### config.mk
export PLATFORM = sky130hd
export DESIGN_NAME = array_list_engine_top
export DESIGN_NICKNAME = d
export VERILOG_FILES = /design/src/ale_pkg.sv /design/src/ale_mem.sv /design/src/array_list_engine_top.sv
export SDC_FILE = /design/constraint.sdc
export NUM_CORES = 2
export LEC_CHECK = 0
export BUFFER_PORTS_ARGS = -buffer_cell sky130_fd_sc_hd__clkbuf_2
export CAP_MARGIN = 20
export CORE_ASPECT_RATIO = 0.75
export CORE_MARGIN = 4
export CORE_UTILIZATION = 40
export CTS_CLUSTER_DIAMETER = 80
export DETAILED_ROUTE_END_ITERATION = 8
export PLACE_DENSITY = 0.55
export SYNTH_ARGS = -nofsm -noshare
export SYNTH_HDL_FRONTEND = slang
export SYNTH_SLANG_ARGS = --single-unit
### constraint.sdc
create_clock -name clk -period 14.35 [get_ports clk]
set_clock_uncertainty 0.05 [all_clocks]
set_input_delay 2.87 -clock clk [delete_from_list [all_inputs] [get_ports clk]]
set_output_delay 2.87 -clock clk [all_outputs]
set_load 0.05 [all_outputs]
### src/ale_pkg.sv
// Package with shared opcodes, status codes and widths for the array list engine.
`timescale 1ns / 1ps
`default_nettype none
package ale_pkg;
  localparam int ValW = 32;
  localparam int ResW = 38;
  localparam int IdxW = 6;
  localparam int CntW = 7;

  localparam logic [3:0] OP_APPEND  = 4'd0;
  localparam logic [3:0] OP_INSERT  = 4'd1;
  localparam logic [3:0] OP_DELETE  = 4'd2;
  localparam logic [3:0] OP_SORTINS = 4'd3;
  localparam logic [3:0] OP_FIND    = 4'd4;
  localparam logic [3:0] OP_BSEARCH = 4'd5;
  localparam logic [3:0] OP_SORT    = 4'd6;
  localparam logic [3:0] OP_MAX     = 4'd7;
  localparam logic [3:0] OP_SUM     = 4'd8;
  localparam logic [3:0] OP_REVERSE = 4'd9;

  localparam logic [1:0] ST_OK     = 2'd0;
  localparam logic [1:0] ST_FULL   = 2'd1;
  localparam logic [1:0] ST_RANGE  = 2'd2;
  localparam logic [1:0] ST_NOTFND = 2'd3;

  typedef struct packed {
    logic [ResW-1:0] value;
    logic [IdxW-1:0] index;
    logic [1:0]      status;
    logic [CntW-1:0] count;
  } result_t;
endpackage
`default_nettype wire

### src/ale_mem.sv
// Entry storage: single write port, single registered read port.
`timescale 1ns / 1ps
`default_nettype none
module ale_mem #(
  parameter int DEPTH = 64,
  parameter int AW = 6
) (
  input  wire logic          clk,
  input  wire logic          we,
  input  wire logic [AW-1:0] waddr,
  input  wire logic [31:0]   wdata,
  input  wire logic [AW-1:0] raddr,
  output logic [31:0]        rdata
);
  logic [31:0] mem [DEPTH];

  always_ff @(posedge clk) begin
    if (we) begin
      mem[waddr] <= wdata;
    end
    rdata <= mem[raddr];
  end
endmodule
`default_nettype wire

### src/array_list_engine_top.sv
// Top level of the array list engine: command decode, sequencer and entry memory.
//
// Usage: drive in_func, in_position and in_operand_value and pulse start while
// busy is low. The block raises busy, walks the list in its entry memory and
// then presents one result word on the out_ ports for exactly one cycle,
// marked by out_valid. The receiver cannot stall, so the result is simply
// dropped onto the ports.
//
// Walks: a command that needs no memory walk goes straight to the done state.
// Each entry walked costs an address step, then a registered data step, in
// insert, delete, find, max and sum; a find hit past the front adds a swap
// with the front entry, reverse swaps pairs and binary search halves the
// range per probe. Sort is a bubble sort. The single read port of the entry
// memory paces all these walks. One command is in flight at a time; the next
// start is taken in the cycle that carries the result.
//
// Configuration: cfg_valid/cfg_ready write capacity_limit (reset 64); cfg_ready
// is always high. Writes are to be made only while idle; the block does not enforce it.
//
// Reset (rst_n low, synchronous) empties the list and restores the limit.
// Entry contents are not cleared; entries past the length are never read.
`timescale 1ns / 1ps
`default_nettype none
module array_list_engine_top #(
  parameter int DEPTH = 64
) (
  input  wire logic                      clk,
  input  wire logic                      rst_n,
  input  wire logic                      start,
  output logic                           busy,
  input  wire logic [3:0]                in_func,
  input  wire logic [5:0]                in_position,
  input  wire logic signed [31:0]        in_operand_value,
  output logic                           out_valid,
  output logic signed [ale_pkg::ResW-1:0] out_result_value,
  output logic [5:0]                     out_result_index,
  output logic [1:0]                     out_status,
  output logic [6:0]                     out_count_now,
  input  wire logic                      cfg_valid,
  output logic                           cfg_ready,
  input  wire logic [6:0]                cfg_capacity_limit
);
  import ale_pkg::*;

  localparam int AW = (DEPTH > 1) ? $clog2(DEPTH) : 1;
  localparam int LW = $clog2(DEPTH + 1);

  localparam logic [3:0] S_IDLE  = 4'd0;
  localparam logic [3:0] S_RD    = 4'd1;  // address driven, waiting for data
  localparam logic [3:0] S_USE   = 4'd2;  // data valid, act on it
  localparam logic [3:0] S_RD2   = 4'd3;  // second read of a pair
  localparam logic [3:0] S_USE2  = 4'd4;
  localparam logic [3:0] S_WR2   = 4'd5;  // second write of a swap
  localparam logic [3:0] S_DONE  = 4'd6;
  localparam logic [3:0] S_FINAL = 4'd7;  // final single write then done

  logic [3:0]      state_r, state_nxt;
  logic [3:0]      op_r;
  logic [5:0]      pos_r;
  logic [31:0]     val_r;
  logic [LW-1:0]   len_r, len_nxt;
  logic [6:0]      cap_r;
  logic [LW:0]     i_r, i_nxt, j_r, j_nxt, lo_r, lo_nxt, hi_r, hi_nxt;
  logic [LW:0]     pass_r, pass_nxt;
  logic [31:0]     a_r, a_nxt;         // first datum of a pair
  logic signed [ResW-1:0] acc_r, acc_nxt;
  logic [IdxW-1:0] ridx_r, ridx_nxt;
  logic [1:0]      st_r, st_nxt;
  logic            swapped_unused;

  logic            we;
  logic [AW-1:0]   waddr, raddr;
  logic [31:0]     wdata, rdata;
  logic [AW-1:0]   raddr_r, raddr_nxt;

  ale_mem #(.DEPTH(DEPTH), .AW(AW)) u_mem (
    .clk(clk), .we(we), .waddr(waddr), .wdata(wdata), .raddr(raddr), .rdata(rdata)
  );
  assign raddr = raddr_r;
  assign swapped_unused = 1'b0;

  function automatic logic [AW-1:0] ad(input logic [LW:0] x);
    return x[AW-1:0];
  endfunction

  logic [LW:0] cap_eff, len_w;
  logic        full;
  assign cap_eff = ((LW+1)'(cap_r) < (LW+1)'(DEPTH)) ? (LW+1)'(cap_r) : (LW+1)'(DEPTH);
  assign len_w   = (LW+1)'(len_r);
  assign full    = len_w >= cap_eff;

  logic signed [ResW-1:0] rd_s;
  assign rd_s = ResW'(signed'(rdata));
  logic [LW:0] mid;
  assign mid = lo_r + ((hi_r - lo_r) >> 1);

  assign busy      = state_r != S_IDLE;
  assign cfg_ready = 1'b1;

  always_comb begin
    state_nxt = state_r;
    len_nxt = len_r; i_nxt = i_r; j_nxt = j_r; lo_nxt = lo_r; hi_nxt = hi_r;
    pass_nxt = pass_r; a_nxt = a_r; acc_nxt = acc_r; ridx_nxt = ridx_r;
    st_nxt = st_r; raddr_nxt = raddr_r;
    we = 1'b0; waddr = '0; wdata = '0;
    unique case (state_r)
      S_IDLE: begin
        if (start) begin
          acc_nxt = '0; ridx_nxt = '0; st_nxt = ST_OK;
          i_nxt = '0; j_nxt = '0; pass_nxt = '0;
          state_nxt = S_DONE;
          unique case (in_func)
            OP_APPEND: begin
              if (full) st_nxt = ST_FULL;
              else begin
                we = 1'b1; waddr = ad(len_w); wdata = in_operand_value;
                len_nxt = len_r + 1'b1;
              end
            end
            OP_INSERT, OP_SORTINS: begin
              if (full) st_nxt = ST_FULL;
              else if (in_func == OP_INSERT && (LW+1)'(in_position) > len_w)
                st_nxt = ST_RANGE;
              else if (len_w == 0) begin
                we = 1'b1; waddr = '0; wdata = in_operand_value;
                len_nxt = len_r + 1'b1;
              end else if (in_func == OP_INSERT && (LW+1)'(in_position) == len_w) begin
                we = 1'b1; waddr = ad(len_w); wdata = in_operand_value;
                len_nxt = len_r + 1'b1;
              end else begin
                i_nxt = len_w; raddr_nxt = ad(len_w - 1'b1); state_nxt = S_RD;
              end
            end
            OP_DELETE: begin
              if ((LW+1)'(in_position) >= len_w) begin
                acc_nxt = '1; st_nxt = ST_RANGE;
              end else begin
                i_nxt = (LW+1)'(in_position); raddr_nxt = ad((LW+1)'(in_position));
                state_nxt = S_RD;
              end
            end
            OP_FIND: begin
              st_nxt = ST_NOTFND;
              if (len_w != 0) begin raddr_nxt = '0; state_nxt = S_RD; end
            end
            OP_BSEARCH: begin
              st_nxt = ST_NOTFND; lo_nxt = '0; hi_nxt = len_w;
              if (len_w != 0) begin
                raddr_nxt = ad(len_w >> 1); state_nxt = S_RD;
              end
            end
            OP_SORT: begin
              if (len_w > 1) begin raddr_nxt = '0; state_nxt = S_RD; end
            end
            OP_MAX: begin
              if (len_w == 0) st_nxt = ST_NOTFND;
              else begin raddr_nxt = '0; state_nxt = S_RD; end
            end
            OP_SUM: begin
              if (len_w != 0) begin raddr_nxt = '0; state_nxt = S_RD; end
            end
            OP_REVERSE: begin
              if (len_w > 1) begin
                j_nxt = len_w - 1'b1; raddr_nxt = '0; state_nxt = S_RD;
              end
            end
            default: ;
          endcase
        end
      end
      S_RD: state_nxt = S_USE;
      S_USE: begin
        state_nxt = S_RD;
        unique case (op_r)
          OP_INSERT, OP_SORTINS: begin
            // rdata = entry[i-1]; shift it up while the gap must move down
            if ((op_r == OP_INSERT && i_r > (LW+1)'(pos_r)) ||
                (op_r == OP_SORTINS && (rdata ^ 32'h8000_0000) > (val_r ^ 32'h8000_0000))) begin
              we = 1'b1; waddr = ad(i_r); wdata = rdata;
              i_nxt = i_r - 1'b1;
              if (i_r == 1 || (op_r == OP_INSERT && i_r - 1'b1 == (LW+1)'(pos_r)))
                state_nxt = S_FINAL;
              else raddr_nxt = ad(i_r - 2'd2);
            end else begin
              state_nxt = S_FINAL;
            end
          end
          OP_DELETE: begin
            if (i_r == (LW+1)'(pos_r) && acc_r == 0 && st_r == ST_OK && pass_r == 0) begin
              acc_nxt = rd_s; pass_nxt = (LW+1)'(1);
            end else begin
              we = 1'b1; waddr = ad(i_r - 1'b1); wdata = rdata;
            end
            if (i_r + 1'b1 >= len_w) begin
              len_nxt = len_r - 1'b1; state_nxt = S_DONE;
            end else begin
              i_nxt = i_r + 1'b1; raddr_nxt = ad(i_r + 1'b1);
            end
          end
          OP_FIND: begin
            if (rdata == val_r) begin
              ridx_nxt = IdxW'(i_r); st_nxt = ST_OK;
              if (i_r == 0) state_nxt = S_DONE;
              else begin
                a_nxt = rdata; raddr_nxt = '0; state_nxt = S_RD2;
              end
            end else if (i_r + 1'b1 >= len_w) state_nxt = S_DONE;
            else begin i_nxt = i_r + 1'b1; raddr_nxt = ad(i_r + 1'b1); end
          end
          OP_BSEARCH: begin
            if (rdata == val_r) begin
              ridx_nxt = IdxW'(mid); st_nxt = ST_OK; state_nxt = S_DONE;
            end else begin
              if ((val_r ^ 32'h8000_0000) < (rdata ^ 32'h8000_0000)) begin
                hi_nxt = mid;
              end else begin
                lo_nxt = mid + 1'b1;
              end
              if (((val_r ^ 32'h8000_0000) < (rdata ^ 32'h8000_0000)) ?
                  (lo_r >= mid) : (mid + 1'b1 >= hi_r))
                state_nxt = S_DONE;
              else if ((val_r ^ 32'h8000_0000) < (rdata ^ 32'h8000_0000))
                raddr_nxt = ad(lo_r + ((mid - lo_r) >> 1));
              else
                raddr_nxt = ad(mid + 1'b1 + ((hi_r - mid - 1'b1) >> 1));
            end
          end
          OP_MAX, OP_SUM: begin
            if (op_r == OP_SUM) acc_nxt = acc_r + rd_s;
            else if (i_r == 0 || rd_s > acc_r) acc_nxt = rd_s;
            if (i_r + 1'b1 >= len_w) state_nxt = S_DONE;
            else begin i_nxt = i_r + 1'b1; raddr_nxt = ad(i_r + 1'b1); end
          end
          OP_SORT, OP_REVERSE: begin
            a_nxt = rdata;
            raddr_nxt = (op_r == OP_SORT) ? ad(j_r + 1'b1) : ad(j_r);
            state_nxt = S_RD2;
          end
          default: state_nxt = S_DONE;
        endcase
      end
      S_RD2: state_nxt = S_USE2;
      S_USE2: begin
        // a_r = first entry, rdata = second entry of the pair
        unique case (op_r)
          OP_FIND: begin
            we = 1'b1; waddr = '0; wdata = a_r;
            a_nxt = rdata; state_nxt = S_WR2;
          end
          OP_REVERSE: begin
            we = 1'b1; waddr = ad(i_r); wdata = rdata; state_nxt = S_WR2;
          end
          OP_SORT: begin
            if ((a_r ^ 32'h8000_0000) > (rdata ^ 32'h8000_0000)) begin
              we = 1'b1; waddr = ad(j_r); wdata = rdata; state_nxt = S_WR2;
            end else begin
              state_nxt = S_WR2;
              a_nxt = rdata; // no swap: rewrite harmlessly
            end
          end
          default: state_nxt = S_DONE;
        endcase
      end
      S_WR2: begin
        unique case (op_r)
          OP_FIND: begin
            we = 1'b1; waddr = ad(i_r); wdata = a_r; state_nxt = S_DONE;
          end
          OP_REVERSE: begin
            we = 1'b1; waddr = ad(j_r); wdata = a_r;
            if (i_r + 1'b1 >= j_r - 1'b1) state_nxt = S_DONE;
            else begin
              i_nxt = i_r + 1'b1; j_nxt = j_r - 1'b1;
              raddr_nxt = ad(i_r + 1'b1); state_nxt = S_RD;
            end
          end
          OP_SORT: begin
            we = 1'b1; waddr = ad(j_r + 1'b1); wdata = a_r;
            if (j_r + 2'd2 >= len_w - pass_r) begin
              if (pass_r + 2'd2 >= len_w) state_nxt = S_DONE;
              else begin
                pass_nxt = pass_r + 1'b1; j_nxt = '0; raddr_nxt = '0; state_nxt = S_RD;
              end
            end else begin
              j_nxt = j_r + 1'b1; raddr_nxt = ad(j_r + 1'b1); state_nxt = S_RD;
            end
          end
          default: state_nxt = S_DONE;
        endcase
      end
      S_FINAL: begin
        we = 1'b1; waddr = ad(i_r); wdata = val_r;
        len_nxt = len_r + 1'b1;
        if (op_r == OP_SORTINS) ridx_nxt = IdxW'(i_r);
        state_nxt = S_DONE;
      end
      S_DONE: state_nxt = S_IDLE;
      default: state_nxt = S_IDLE;
    endcase
  end

  // In the sort no-swap path a_r takes the second entry so the rewrite of
  // j+1 stores the value it already held; the j slot is left untouched.

  always_ff @(posedge clk) begin
    if (!rst_n) begin
      state_r <= S_IDLE;
      len_r   <= '0;
      cap_r   <= 7'd64;
    end else begin
      state_r <= state_nxt;
      len_r   <= len_nxt;
      if (cfg_valid && cfg_ready) cap_r <= cfg_capacity_limit;
    end
  end

  always_ff @(posedge clk) begin
    if (state_r == S_IDLE && start) begin
      op_r <= in_func; pos_r <= in_position; val_r <= in_operand_value;
    end
    i_r <= i_nxt; j_r <= j_nxt; lo_r <= lo_nxt; hi_r <= hi_nxt;
    pass_r <= pass_nxt; a_r <= a_nxt; acc_r <= acc_nxt;
    ridx_r <= ridx_nxt; st_r <= st_nxt; raddr_r <= raddr_nxt;
  end

  always_ff @(posedge clk) begin
    if (!rst_n) out_valid <= 1'b0;
    else        out_valid <= (state_r == S_DONE) && !swapped_unused;
  end

  always_ff @(posedge clk) begin
    if (state_r == S_DONE) begin
      out_result_value <= acc_r;
      out_result_index <= ridx_r;
      out_status       <= st_r;
      out_count_now    <= 7'(len_r);
    end
  end

  a_len_cap: assert property (@(posedge clk) disable iff (!rst_n)
    (LW+1)'(len_r) <= (LW+1)'(DEPTH)) else $error("length beyond depth");
  a_one_result: assert property (@(posedge clk) disable iff (!rst_n)
    out_valid |=> !out_valid) else $error("result held two cycles");
  a_idle_done: assert property (@(posedge clk) disable iff (!rst_n)
    state_r == S_DONE |=> state_r == S_IDLE) else $error("done not followed by idle");
endmodule
`default_nettype wire
==> run summary <==
Overflow after GRT: 0
largest net degree at the start of global routing: 121
post-CTS sizing: 0
clock share of power: 27.5%
Netlist Area Pre-Place: 98300 sq um
Die W: 580 microns
Syn Inst Count: 5161
TritonCTS clock tree: built
slowest stage cell, crit path: nor2_4
Synthesized Nets: 5486
port buffer count: 107
drt pass-1 iters: 7
EDFF count, synth: 2267
crit end category: register
WS Path Type: input pin to register
synthesis warning total: 0
Starting Density: 40.2%
Max Cap Violations: 0
crit-path max FO: 32
Ports: 109
Largest delay share family, worst path: simple AND/OR/NAND/NOR gates
Sw Ratio: 34.8%
placed cell areas: 104000 sq um
DR WL/cell: 31.7 microns
Via density: 5.90
# setup viols final: 0
storage element area: 69100 sq um
Startpoint Class: input pin
Min-Delay Path Class: register to register
outcome: finished, final reports clean
CP Buf/Inv Count: 1
Slew Limit Fails: 0
final core occ: 45.6%
overall power: 21.9 mW
cts hold-fix bufs: 0
crit path cell chain: clkbuf_2, ha_1, nand4b_1, or2_2, o21ai_0, nand2b_1, nor2_1, a21oi_1, o211ai_1, a221o_1, nand2_1, nor2_4
DRT iter0 DRCs: 6829
Tot GR Track Use: 21.8%
H-tree depth: 4
Detailed Route WL: 281000 microns
Die Height: 437 microns
DRC viols: 0
Critical Path AT: 7250 ps
DP Cell Count: 8429
synthesized area per cell: 19.0 sq um
row count: 157
Max-slew headroom: 20.6%
Max Clock Freq: 146 MHz
CTS clk-pin slew, worst paths: 60 ps
remaining antenna violation count: 0
routability cong.: 0.936
core area: 244000 sq um
fin area: 111000 sq um
WP data required: 14770 ps
Clk Latency, worst-skew pair: 890 ps
Reg power frac: 38.1%
vias in the first global route: 50359
internal power: 14.2 mW
static leakage: 36.9 nW
Crit path largest cell delay: 1100 ps
Worst VDD drop: 0.119 mV
TNS Setup: 0 ps
Final HPWL DP: 175000 microns
area grow syn2layout: 13.3%
synthesized flop and latch total: 2317
Sink Count: 2317
period utilization: 47.6%
Final Hold Fails: 0
Sw Pwr: 7.61 mW
# fillers: 20632
Gate power share: 34.4%
area of the die: 254000 sq um
Final Critical Period: 6830 ps
actual slew at the worst max-slew pin: 1180 ps
Top FF cell, synth: edfxtp_1
Post-CTS Setup Bufs: 0
via count: 52300
initial antenna violation count: 36
first-pass GRT wire length: 395000 microns
Clock Tree Root: clkbuf_16
CTS Buf Count: 227
nets: 5729
Pwr Density: 196 nW/um^2
sequential fraction of the synthesis area: 70.3%
share of post-route cells with drive strength above 1: 24.9%
clk buf depth: 4
multi-input logic area: 28300 sq um
Async SR Flop Fraction: 0%
RSZ-0062 raised after global routing: no
Finished Layout Cells: 8862
distinct cell type count after synthesis: 93
[final cells by class]
class / count / area share (%)
diodes: 13 / 0.0292
clock buffers: 270 / 5.32
clock inverters: 145 / 1.29
inverters: 186 / 0.627
multi-input cells: 2420 / 25.4
flip-flops and latches: 2317 / 62.0
well taps: 3259 / 3.66
repair buffers: 252 / 1.65
[placed cells by master, fill, tap and decap left out, drive strengths merged, types with 12 or more instances in the layout]
cell type	count
a21o	58
a21oi	187
a221o	36
a22o	30
a22oi	13
a31oi	17
and2	15
and3	12
buf	145
bufinv	27
clkbuf	377
clkinv	100
dfxtp	50
diode	13
edfxtp	2267
ha	264
inv	195
mux2i	25
mux4	666
nand2	117
nand2b	31
nand3	55
nand4	33
nor2	233
nor2b	30
nor3	44
nor4	21
o211ai	15
o21ai	136
o21bai	26
o221ai	18
o22ai	12
o31ai	14
or2	17
xnor2	108
xor2	22
[per-layer routing]
layer / up-vias / share of wire (%) / track usage [%] / wire length, microns
met3: 329 / 10 / 5.15 / 28700
met1: 27773 / 45 / 34.3 / 127000
met4: 2 / 2.4 / 5.07 / 6620
met5: - / 0.0046 / 0 / 13
li1: 21738 / - / - / -
met2: 2458 / 42 / 30.5 / 119000
[kinds of logic after synthesis]
family	count (synthesis)	share of synthesized area, %
fa+ha+maj	272	3.52
flops	2317	70.3
compound gates	659	4.46
mux	698	15.6
other cells	1	0.00382
simple gates	660	3.33
buf+inv	424	1.64
xor+xnor	130	1.16
[power groups by stage]
| stage | clock, mW | sequential, mW | combinational, mW |
|---|---|---|---|
| floorplan | 0 | 8.31 | 4.63 |
| global placement | 0 | 8.46 | 7.46 |
| detailed placement | 0 | 8.46 | 7.47 |
| CTS | 6.12 | 8.32 | 7.49 |
| global route | 6.42 | 8.36 | 7.99 |
| finish | 6.00 | 8.33 | 7.52 |
[synth_stat cells (all sizes together) (26+ instances only)]
cell type / count / share of area (%)
clkbuf: 168 / 0.64
o21bai: 26 / 0.20
a21o: 58 / 0.44
inv: 186 / 0.71
nor2: 233 / 0.90
buf: 70 / 0.29
a221o: 36 / 0.37
a22o: 30 / 0.27
dfxtp: 50 / 1.0
nand2: 117 / 0.45
ha: 264 / 3.4
xnor2: 108 / 0.96
nor3: 44 / 0.22
nor2b: 30 / 0.19
a21oi: 187 / 0.96
o21ai: 136 / 0.69
edfxtp: 2267 / 69
nand4: 33 / 0.21
nand2b: 31 / 0.20
nand3: 55 / 0.28
mux4: 666 / 15
[final timing paths]
| check | from | cells past startpoint | endpoint | slack [ps] |
|---|---|---|---|---|
| max | in_position[4] | 12 | u_mem.mem[55][12] | 7520 |
| min | ridx_r[1] | 0 | out_result_index[1] | 370 |
| max reg2reg | pass_r[1] | 14 | u_mem.mem[32][11] | 7610 |
| min reg2reg | ridx_r[1] | 0 | out_result_index[1] | 370 |
[through the flow]
step / hold WS (ps) / worst slack (ps)
2_1_floorplan: 350 / 6080
3_3_place_gp: 357 / 6700
6_report: 372 / 7520
4_1_cts: 375 / 7560
5_1_grt: 388 / 7410
3_5_place_dp: 362 / 6670
[state kept, by name, indices dropped and copies added (netlist names), 8 cells and up]
register and flops:
a_r 32, acc_r 38, hi_r 8, i_r 8
j_r 8, lo_r 8, out_result_value 38, pass_r 8
u_mem.mem 2048, u_mem.rdata 32, val_r 32
[worst reg2reg max path: stages, from the launching register on]
cell,delay [ps]
edfxtp_1,500
inv_1,270
ha_1,290
nor4b_1,880
nand4_1,450
or4_4,760
and2_1,230
a21o_1,150
a21oi_1,370
o311ai_2,180
buf_4,240
or2_1,450
nand4bb_1,650
nor2_4,660
buf_12,250
No activity file was read; power rests on OpenSTA's default activity.
